**config.mk**
```make
export PLATFORM = sky130hd
export DESIGN_NAME = flood_relay_duplicate_filter_core
export DESIGN_NICKNAME = d
export VERILOG_FILES = /design/src/sv/frdf_pkg.sv /design/src/sv/flood_relay_duplicate_filter_core.sv /design/src/sv/frdf_ram.sv
export VERILOG_INCLUDE_DIRS = /design/src /design/src/sv
export SDC_FILE = /design/constraint.sdc
export NUM_CORES = 1
export LEC_CHECK = 0
export ABC_CLOCK_PERIOD_IN_PS = 3550
export BUFFER_PORTS_ARGS = -buffer_cell sky130_fd_sc_hd__buf_2
export CORE_MARGIN = 4
export CORE_UTILIZATION = 56
export CTS_BUF_LIST = sky130_fd_sc_hd__clkbuf_2
export CTS_CLUSTER_SIZE = 28
export DETAILED_ROUTE_END_ITERATION = 7
export PLACE_DENSITY_LB_ADDON = 0.2
export SKIP_LAST_GASP = 1
export SLEW_MARGIN = 0
export SYNTH_ARGS = -nofsm -noshare
export SYNTH_HDL_FRONTEND = slang
export SYNTH_SLANG_ARGS = --single-unit
```
**constraint.sdc**
```tcl
create_clock -name clk -period 3.55 [get_ports clk]
set_input_delay 0.71 -clock clk [delete_from_list [all_inputs] [get_ports clk]]
set_output_delay 0.71 -clock clk [all_outputs]
set_load 0.02 [all_outputs]
```
**src/sv/assert_macros.svh**
```systemverilog
// Assertion macros shared by the RTL of the flood relay duplicate filter.
// Expects clk and rst_n in the scope where a macro is used.
`ifndef ASSERT_MACROS_SVH
`define ASSERT_MACROS_SVH

// cond must hold at every clock edge out of reset
`define ASSERT_ALWAYS(label, cond, msg) \
    label: assert property (@(posedge clk) disable iff (!rst_n) (cond)) \
        else $error(msg);

// cons must hold in the same cycle whenever ante holds
`define ASSERT_IMPLIES(label, ante, cons, msg) \
    label: assert property (@(posedge clk) disable iff (!rst_n) (ante) |-> (cons)) \
        else $error(msg);

`endif

```
**src/sv/frdf_pkg.sv**
```systemverilog
// Package for the flood relay duplicate filter: transfer types, status codes,
// register indexes, sequencer states and fixed constants. No dependencies.
package frdf_pkg;

    localparam int HISTORY_DEPTH_DEF = 16;
    localparam int HEADER_BYTES      = 7;

    localparam logic [7:0] BCAST_ADDR = 8'hFF;
    localparam logic [3:0] TYPE_MASK  = 4'hF;

    // result status codes
    localparam logic [2:0] STAT_OK        = 3'd0;
    localparam logic [2:0] STAT_TOO_LONG  = 3'd1;
    localparam logic [2:0] STAT_SHORT     = 3'd2;
    localparam logic [2:0] STAT_ECHO      = 3'd3;
    localparam logic [2:0] STAT_MALFORMED = 3'd4;
    localparam logic [2:0] STAT_DUPLICATE = 3'd5;

    // item kinds
    localparam logic KIND_SEND = 1'b0;
    localparam logic KIND_RECV = 1'b1;

    // configuration register indexes
    localparam logic [1:0] REG_NODE_ID     = 2'd0;
    localparam logic [1:0] REG_DEFAULT_TTL = 2'd1;
    localparam logic [1:0] REG_MAX_PAYLOAD = 2'd2;

    localparam logic [7:0] NODE_ID_RST     = 8'd1;
    localparam logic [7:0] DEFAULT_TTL_RST = 8'd3;
    localparam logic [7:0] MAX_PAYLOAD_RST = 8'd248;

    localparam int PADDR_W = 4;
    localparam int PDATA_W = 32;

    typedef enum logic [1:0] {
        S_IDLE,
        S_SCAN,
        S_LAST,
        S_RESULT
    } frdf_state_t;

    typedef struct packed {
        logic        kind;
        logic [7:0]  src;
        logic [7:0]  dst;
        logic [7:0]  ttl;
        logic [15:0] seq;
        logic [7:0]  flags;
        logic [3:0]  msg_type;
        logic [7:0]  len;
        logic [7:0]  rx_bytes;
    } req_t;

    typedef struct packed {
        logic [2:0]  status;
        logic        deliver;
        logic        forward;
        logic [7:0]  out_src;
        logic [7:0]  out_dst;
        logic [7:0]  out_ttl;
        logic [15:0] out_seq;
        logic [3:0]  out_type;
        logic [7:0]  out_len;
    } rsp_t;

endpackage

```
**src/sv/flood_relay_duplicate_filter_core.sv**
```systemverilog
// Flood relay duplicate filter: send stamping, receive checks, history scan.
// Depends on frdf_pkg, frdf_ram and assert_macros.svh.
//
// A local send, or a received header that fails the short, echo or length
// checks, goes from its transfer to the result state and from there into the
// output register, as the sequencer returns to idle for the next transfer. A
// received header that passes those checks is looked up in the (source,
// sequence) history by a single compare unit that reads one entry per cycle
// through the history RAM's read port; it goes through the scan, last and
// result states before its result is loaded into the output register. One
// item is in work at a time; req_ready is high while the sequencer is idle,
// also while an earlier result still waits in the output register, and a
// result that cannot be loaded holds the sequencer until rsp_ready frees the
// slot. History entries never written compare as source 0, sequence 0.
`include "assert_macros.svh"

module flood_relay_duplicate_filter_core #(
    parameter int HISTORY_DEPTH = frdf_pkg::HISTORY_DEPTH_DEF
) (
    input  logic                          clk,
    input  logic                          rst_n,
    input  logic                          req_valid,
    output logic                          req_ready,
    input  frdf_pkg::req_t                req,
    output logic                          rsp_valid,
    input  logic                          rsp_ready,
    output frdf_pkg::rsp_t                rsp,
    input  logic                          psel,
    input  logic                          penable,
    input  logic                          pwrite,
    input  logic [frdf_pkg::PADDR_W-1:0]  paddr,
    input  logic [frdf_pkg::PDATA_W-1:0]  pwdata,
    output logic [frdf_pkg::PDATA_W-1:0]  prdata,
    output logic                          pready
);
    import frdf_pkg::*;

    localparam int AW = (HISTORY_DEPTH > 1) ? $clog2(HISTORY_DEPTH) : 1;
    localparam logic [AW-1:0] LAST_IDX = AW'(HISTORY_DEPTH - 1);
    localparam logic [8:0]    HDR9     = 9'(HEADER_BYTES);
    localparam int            ENTRY_W  = 24;

    // configuration
    logic [7:0] node_id_reg, default_ttl_reg, max_payload_reg;
    logic       cfg_wr;
    logic [1:0] cfg_idx;

    // sequencer and datapath state
    frdf_state_t        state_reg, state_next;
    req_t               req_reg;
    logic [2:0]         status_reg, status_next;
    logic [AW-1:0]      cnt_reg, cnt_next;
    logic               cmp_pend_reg, cmp_pend_next;
    logic               cmp_vld_reg, cmp_vld_next;
    logic               hit_reg, hit_next;
    logic [AW-1:0]      wr_ptr_reg, wr_ptr_next;
    logic [15:0]        seq_reg, seq_next;
    logic [HISTORY_DEPTH-1:0] valid_reg;
    rsp_t               rsp_reg, rsp_next;
    logic               rsp_valid_reg, rsp_valid_next;

    logic               req_xfer, slot_free, match, rec_en;
    logic [2:0]         pre_status, final_status;
    logic [ENTRY_W-1:0] key, rd_data, wr_data;

    assign pready  = 1'b1;
    assign cfg_wr  = psel && penable && pwrite;
    assign cfg_idx = paddr[3:2];

    always_ff @(posedge clk or negedge rst_n)
    begin
        if (!rst_n)
        begin
            node_id_reg     <= NODE_ID_RST;
            default_ttl_reg <= DEFAULT_TTL_RST;
            max_payload_reg <= MAX_PAYLOAD_RST;
        end
        else if (cfg_wr)
        begin
            case (cfg_idx)
                REG_NODE_ID:     node_id_reg     <= pwdata[7:0];
                REG_DEFAULT_TTL: default_ttl_reg <= pwdata[7:0];
                REG_MAX_PAYLOAD: max_payload_reg <= pwdata[7:0];
                default:         ;
            endcase
        end
    end

    always_comb
    begin
        case (cfg_idx)
            REG_NODE_ID:     prdata = {24'd0, node_id_reg};
            REG_DEFAULT_TTL: prdata = {24'd0, default_ttl_reg};
            REG_MAX_PAYLOAD: prdata = {24'd0, max_payload_reg};
            default:         prdata = '0;
        endcase
    end

    assign req_ready = (state_reg == S_IDLE);
    assign req_xfer  = req_valid && req_ready;
    assign slot_free = !rsp_valid_reg || rsp_ready;

    // checks that need no history, taken straight off the incoming transfer
    always_comb
    begin
        if (req.kind == KIND_SEND)
        begin
            pre_status = (req.len > max_payload_reg) ? STAT_TOO_LONG : STAT_OK;
        end
        else if ({1'b0, req.rx_bytes} < HDR9)
        begin
            pre_status = STAT_SHORT;
        end
        else if (req.src == node_id_reg)
        begin
            pre_status = STAT_ECHO;
        end
        else if (({1'b0, req.len} + HDR9) > {1'b0, req.rx_bytes})
        begin
            pre_status = STAT_MALFORMED;
        end
        else
        begin
            pre_status = STAT_OK;
        end
    end

    // shared compare unit: one history entry per cycle
    assign key   = {req_reg.src, req_reg.seq};
    assign match = cmp_pend_reg && (cmp_vld_reg ? (rd_data == key) : (key == '0));

    assign final_status = hit_reg ? STAT_DUPLICATE : status_reg;
    assign rec_en  = (state_reg == S_RESULT) && slot_free && (final_status == STAT_OK);
    assign wr_data = (req_reg.kind == KIND_SEND) ? {node_id_reg, seq_reg}
                                                 : {req_reg.src, req_reg.seq};

    frdf_ram #(
        .WIDTH  (ENTRY_W),
        .DEPTH  (HISTORY_DEPTH),
        .ADDR_W (AW)
    ) u_hist (
        .clk     (clk),
        .wr_en   (rec_en),
        .wr_addr (wr_ptr_reg),
        .wr_data (wr_data),
        .rd_en   (state_reg == S_SCAN),
        .rd_addr (cnt_reg),
        .rd_data (rd_data)
    );

    always_comb
    begin
        state_next     = state_reg;
        status_next    = status_reg;
        cnt_next       = cnt_reg;
        cmp_pend_next  = cmp_pend_reg;
        cmp_vld_next   = cmp_vld_reg;
        hit_next       = hit_reg;
        wr_ptr_next    = wr_ptr_reg;
        seq_next       = seq_reg;
        rsp_next       = rsp_reg;
        rsp_valid_next = rsp_valid_reg && !rsp_ready;

        case (state_reg)
            S_IDLE:
            begin
                if (req_xfer)
                begin
                    status_next   = pre_status;
                    cnt_next      = '0;
                    cmp_pend_next = 1'b0;
                    hit_next      = 1'b0;
                    if (req.kind == KIND_RECV && pre_status == STAT_OK)
                    begin
                        state_next = S_SCAN;
                    end
                    else
                    begin
                        state_next = S_RESULT;
                    end
                end
            end
            S_SCAN:
            begin
                hit_next      = hit_reg || match;
                cmp_pend_next = 1'b1;
                cmp_vld_next  = valid_reg[cnt_reg];
                if (cnt_reg == LAST_IDX)
                begin
                    state_next = S_LAST;
                end
                else
                begin
                    cnt_next = cnt_reg + 1'b1;
                end
            end
            S_LAST:
            begin
                hit_next      = hit_reg || match;
                cmp_pend_next = 1'b0;
                state_next    = S_RESULT;
            end
            S_RESULT:
            begin
                if (slot_free)
                begin
                    rsp_next        = '0;
                    rsp_next.status = final_status;
                    if (final_status == STAT_OK)
                    begin
                        rsp_next.out_dst = req_reg.dst;
                        rsp_next.out_len = req_reg.len;
                        if (req_reg.kind == KIND_SEND)
                        begin
                            rsp_next.forward  = 1'b1;
                            rsp_next.out_src  = node_id_reg;
                            rsp_next.out_ttl  = default_ttl_reg;
                            rsp_next.out_seq  = seq_reg;
                            rsp_next.out_type = req_reg.msg_type & TYPE_MASK;
                            seq_next          = seq_reg + 16'd1;
                        end
                        else
                        begin
                            rsp_next.deliver  = (req_reg.dst == node_id_reg) ||
                                                (req_reg.dst == BCAST_ADDR);
                            rsp_next.forward  = (req_reg.ttl != 8'd0);
                            rsp_next.out_src  = req_reg.src;
                            rsp_next.out_ttl  = (req_reg.ttl != 8'd0) ?
                                                (req_reg.ttl - 8'd1) : 8'd0;
                            rsp_next.out_seq  = req_reg.seq;
                            rsp_next.out_type = req_reg.flags[5:2] & TYPE_MASK;
                        end
                        wr_ptr_next = (wr_ptr_reg == LAST_IDX) ? '0 : wr_ptr_reg + 1'b1;
                    end
                    rsp_valid_next = 1'b1;
                    state_next     = S_IDLE;
                end
            end
            default:
            begin
                state_next = S_IDLE;
            end
        endcase
    end

    always_ff @(posedge clk or negedge rst_n)
    begin
        if (!rst_n)
        begin
            state_reg     <= S_IDLE;
            status_reg    <= STAT_OK;
            cnt_reg       <= '0;
            cmp_pend_reg  <= 1'b0;
            cmp_vld_reg   <= 1'b0;
            hit_reg       <= 1'b0;
            wr_ptr_reg    <= '0;
            seq_reg       <= '0;
            valid_reg     <= '0;
            rsp_valid_reg <= 1'b0;
        end
        else
        begin
            state_reg     <= state_next;
            status_reg    <= status_next;
            cnt_reg       <= cnt_next;
            cmp_pend_reg  <= cmp_pend_next;
            cmp_vld_reg   <= cmp_vld_next;
            hit_reg       <= hit_next;
            wr_ptr_reg    <= wr_ptr_next;
            seq_reg       <= seq_next;
            rsp_valid_reg <= rsp_valid_next;
            if (rec_en)
            begin
                valid_reg[wr_ptr_reg] <= 1'b1;
            end
        end
    end

    // payload registers
    always_ff @(posedge clk)
    begin
        if (req_xfer)
        begin
            req_reg <= req;
        end
        rsp_reg <= rsp_next;
    end

    assign rsp       = rsp_reg;
    assign rsp_valid = rsp_valid_reg;

    `ASSERT_IMPLIES(a_rsp_from_result, rsp_valid_reg && !$past(rsp_valid_reg), $past(state_reg == S_RESULT), "result appeared outside the result state")
    `ASSERT_IMPLIES(a_drop_is_quiet, rsp_valid_reg && rsp_reg.status != STAT_OK, !rsp_reg.deliver && !rsp_reg.forward && rsp_reg.out_seq == 16'd0, "dropped item carries header fields")
    `ASSERT_IMPLIES(a_scan_only_clean_recv, state_reg == S_SCAN, req_reg.kind == KIND_RECV && status_reg == STAT_OK, "history scan for a send or a dropped header")

endmodule

```
**src/sv/frdf_ram.sv**
```systemverilog
// Generic single-write, single-read RAM with registered read data.
// No dependencies.
module frdf_ram #(
    parameter int WIDTH  = 24,
    parameter int DEPTH  = 16,
    parameter int ADDR_W = (DEPTH > 1) ? $clog2(DEPTH) : 1
) (
    input  logic              clk,
    input  logic              wr_en,
    input  logic [ADDR_W-1:0] wr_addr,
    input  logic [WIDTH-1:0]  wr_data,
    input  logic              rd_en,
    input  logic [ADDR_W-1:0] rd_addr,
    output logic [WIDTH-1:0]  rd_data
);

    logic [WIDTH-1:0] mem [DEPTH];
    logic [WIDTH-1:0] rd_data_reg;

    always_ff @(posedge clk)
    begin
        if (wr_en)
        begin
            mem[wr_addr] <= wr_data;
        end
        if (rd_en)
        begin
            rd_data_reg <= mem[rd_addr];
        end
    end

    assign rd_data = rd_data_reg;

endmodule
```
==> metrics <==
status completed; synth warn 0; synthesis-to-layout area growth 15.0%; number of synthesized register bits 595; area of the mapped netlist ~24000 um2; first drt pass iteration count 5; Yosys cell types 60; Root Driver clkbuf_2; share of the synthesized area in the top cell type 64.1%; CTS tree yes; Lkg Pwr 10.3 nW; total internal power 12.1 mW; WL per Instance 22.7 um; TritonCTS Sinks just under 600; Resize count post-CTS 0; Hold Path End status_reg[1]; Min Clock Period, post-route 2.94 ns; IO Pins 204; clk buf depth 3; Hold Vio Cnt, Final 0; dominant synthesized flop cell edfxtp_1; DR vias ~14000; vias in the first global route about 15000; layout cells sized above 1 between 30% and 40%; met2 usage in global routing 41.6%; combinational power share 21.6%; area leader, netlist edfxtp_1; Hold Crit Class input port to flip-flop; CP endpoint kind primary output; slowest stage cell, crit path dfrtp_1; placed cell area about 26000 um2; Mapped Cells 1473; Total GRT Usage 24.4%; Synth area leaders edfxtp_1 64%, dfrtp_1 6.7%, mux4_2 4.8%; switching share of power 31.2%; max reg flops 384; dpl hpwl 34500 um; Critical Path Start Type flip-flop; grt total ovfl 0; most frequent cells in the layout 522 x edfxtp_1, 222 x clkbuf_2, 147 x buf_2, 87 x mux2i_1, 80 x nand2_1; syn_area_per_cell 16.6 um2; reg2reg start hit_reg; CTS clk-pin slew, worst paths 0.09 ns; reg2reg end u_hist.mem[3][16]; GP Congestion 0.894; later-pin clock latency in the skew report ~1.1 ns; Setup TNS 0 ns; clock power share 25.5%; Clock Skews 0.0746 ns; worst-path cell chain inv_1 -> ha_1 -> buf_2; Multi-input gate area ~6500 um2; Nets 1965; met1 GRT Util 32.4%; hold buffer count at cts 69; Die W 217 um; critical path arrival around 2.2 ns; Placed Cells 2191; Final Max Slew Viols 0; H-tree depth 4; Worst Path Max Fanout 8; R2R Setup Slk roughly 0.7 ns; hold path start req[2]; Die Height about 220 um; max cap viols 0; endpoints failing setup 0; M3 GR Usage 4.68%; WHS Path Cells 4; post-DR vias/cell ~5.7; Reg power frac 52.9%; Fin Hold WS around 0.20 ns; DRC 0; fill count 3113; IO buf count 148; fin area 28100 um2; Async SR Flop Fraction ~12%; commonest non-fill, non-tap cell in the layout edfxtp_1; fin crit share 82.7%; EDFF count, synth 522; worst vdd ir 0.000286 V; Pwr Density approximately 630 nW/um2; R2R depth 5; count of non-filler cells in the finished layout ~2500; die area 47000 um2; largest net degree at the start of global routing 74; DR iter-0 viols 1395; Worst path max stage delay around 0.43 ns; Initial Util 56.7%; Core ar. 43100 um2; TritonCTS Buffers 147; Setup CP Type flip-flop to primary output; Fmax achieved 341 MHz; Reg area 17500 um2; first-pass GRT wire length 86400 um; RSZ-0062 raised after global routing no; Critical Path RT 2.84 ns; initial antenna violation count 2; relative max-transition margin 34.5%; grt peak-use layer met2; routed wire length ~57000 um; Worst Max-Slew Pin Slew 0.983 ns; NetSw 5.50 mW; register area share after synthesis a little under three quarters; Final ANT Viol Nets 0; postcts setup bufs 0; # rows between 70 and 80
final cells by class:
| type | count | share of cell area, % |
|---|---|---|
| sequential | 595 | 62.3 |
| multi-input combinational | 784 | 23.1 |
| timing repair buffer | 266 | 6.81 |
| clock buffer | 222 | 3.95 |
| tap | 585 | 2.60 |
| clock inverter | 35 | 0.779 |
| inverter | 30 | 0.401 |
| antenna | 1 | 0.00890 |
power by group through the flow:
stage | Combinational [mW] | Clock [mW] | Sequential [mW]
floorplan | 2.28 | 0 | 9.55
global placement | 3.67 | 0 | 9.45
detailed placement | 3.76 | 0 | 9.48
CTS | 3.83 | 4.64 | 9.32
global route | 4.12 | 5.07 | 9.40
finish | 3.81 | 4.50 | 9.32
worst max-delay path by stage:
| stage | from | endpoint | slack [ns] | cells after the start |
|---|---|---|---|---|
| final | state_reg[0] | req_ready | 0.61 | 3 |
| after CTS | state_reg[0] | req_ready | 0.49 | 3 |
| after detailed placement | hit_reg | u_hist.mem[0][20] | 0.74 | 5 |
| after global routing | state_reg[0] | req_ready | 0.43 | 3 |
| after floorplan | hit_reg | u_hist.mem[3][0] | 0.04 | 5 |
| after global placement | req[8] | status_reg[2] | 0.76 | 12 |
layer usage:
layer / share of wire [%] / up-vias / routed length, um
met1: 41 / 7222 / 23200
met3: 7.0 / 76 / 4000
met4: 1.7 / 0 / 951
met5: 0 / - / 0
met2: 51 / 532 / 29000
li1: - / 6423 / -
stage by stage:
step                setup WS, ns  total power [mW]  utilization (%)
global placement           0.759              13.1             60.6
CTS                        0.486              17.8             65.3
global route               0.435              18.6             65.3
detailed placement         0.739              13.2             60.6
floorplan                 0.0417              11.8                -
finish                     0.615              17.6             65.3
worst max-delay path, delay by kind of cell (launching register included):
kind                     cells  cell delay [ns]
adder cells (fa/ha/maj)      1             0.35
buffers and inverters        2             0.37
flip-flops                   1             0.43
cell families (layout without fill, tap and decap cells):
logic type | count (synthesis) | in the layout | synth area share [%]
flip-flops | 595 | 595 | 71.7
AND/OR/NAND/NOR | 270 | 270 | 5.92
multiplexers | 204 | 204 | 11.4
AO/OA/AOI/OAI | 189 | 189 | 4.81
buffers and inverters | 117 | 553 | 2.33
XOR/XNOR | 67 | 67 | 2.40
adder cells (fa/ha/maj) | 29 | 29 | 1.48
other | 2 | 26 | 0.0307
Yosys cell counts (8+ instances only):
master	instances
edfxtp_1	522
mux2i_1	87
nand2_1	80
o21ai_0	79
dfrtp_1	65
mux2_2	65
mux4_2	52
and2_1	41
nor2_1	40
a21oi_1	37
xnor2_1	37
clkbuf_1	34
inv_1	30
xor2_1	30
ha_1	29
a221oi_1	26
a22oi_1	25
buf_4	25
nand4_1	18
buf_2	17
or2_2	16
nand2b_1	12
nor3_1	11
nor4_1	10
nor2b_1	9
buf_1	8
dfstp_2	8
nand3_1	8
(Power assumes the default switching activity.)
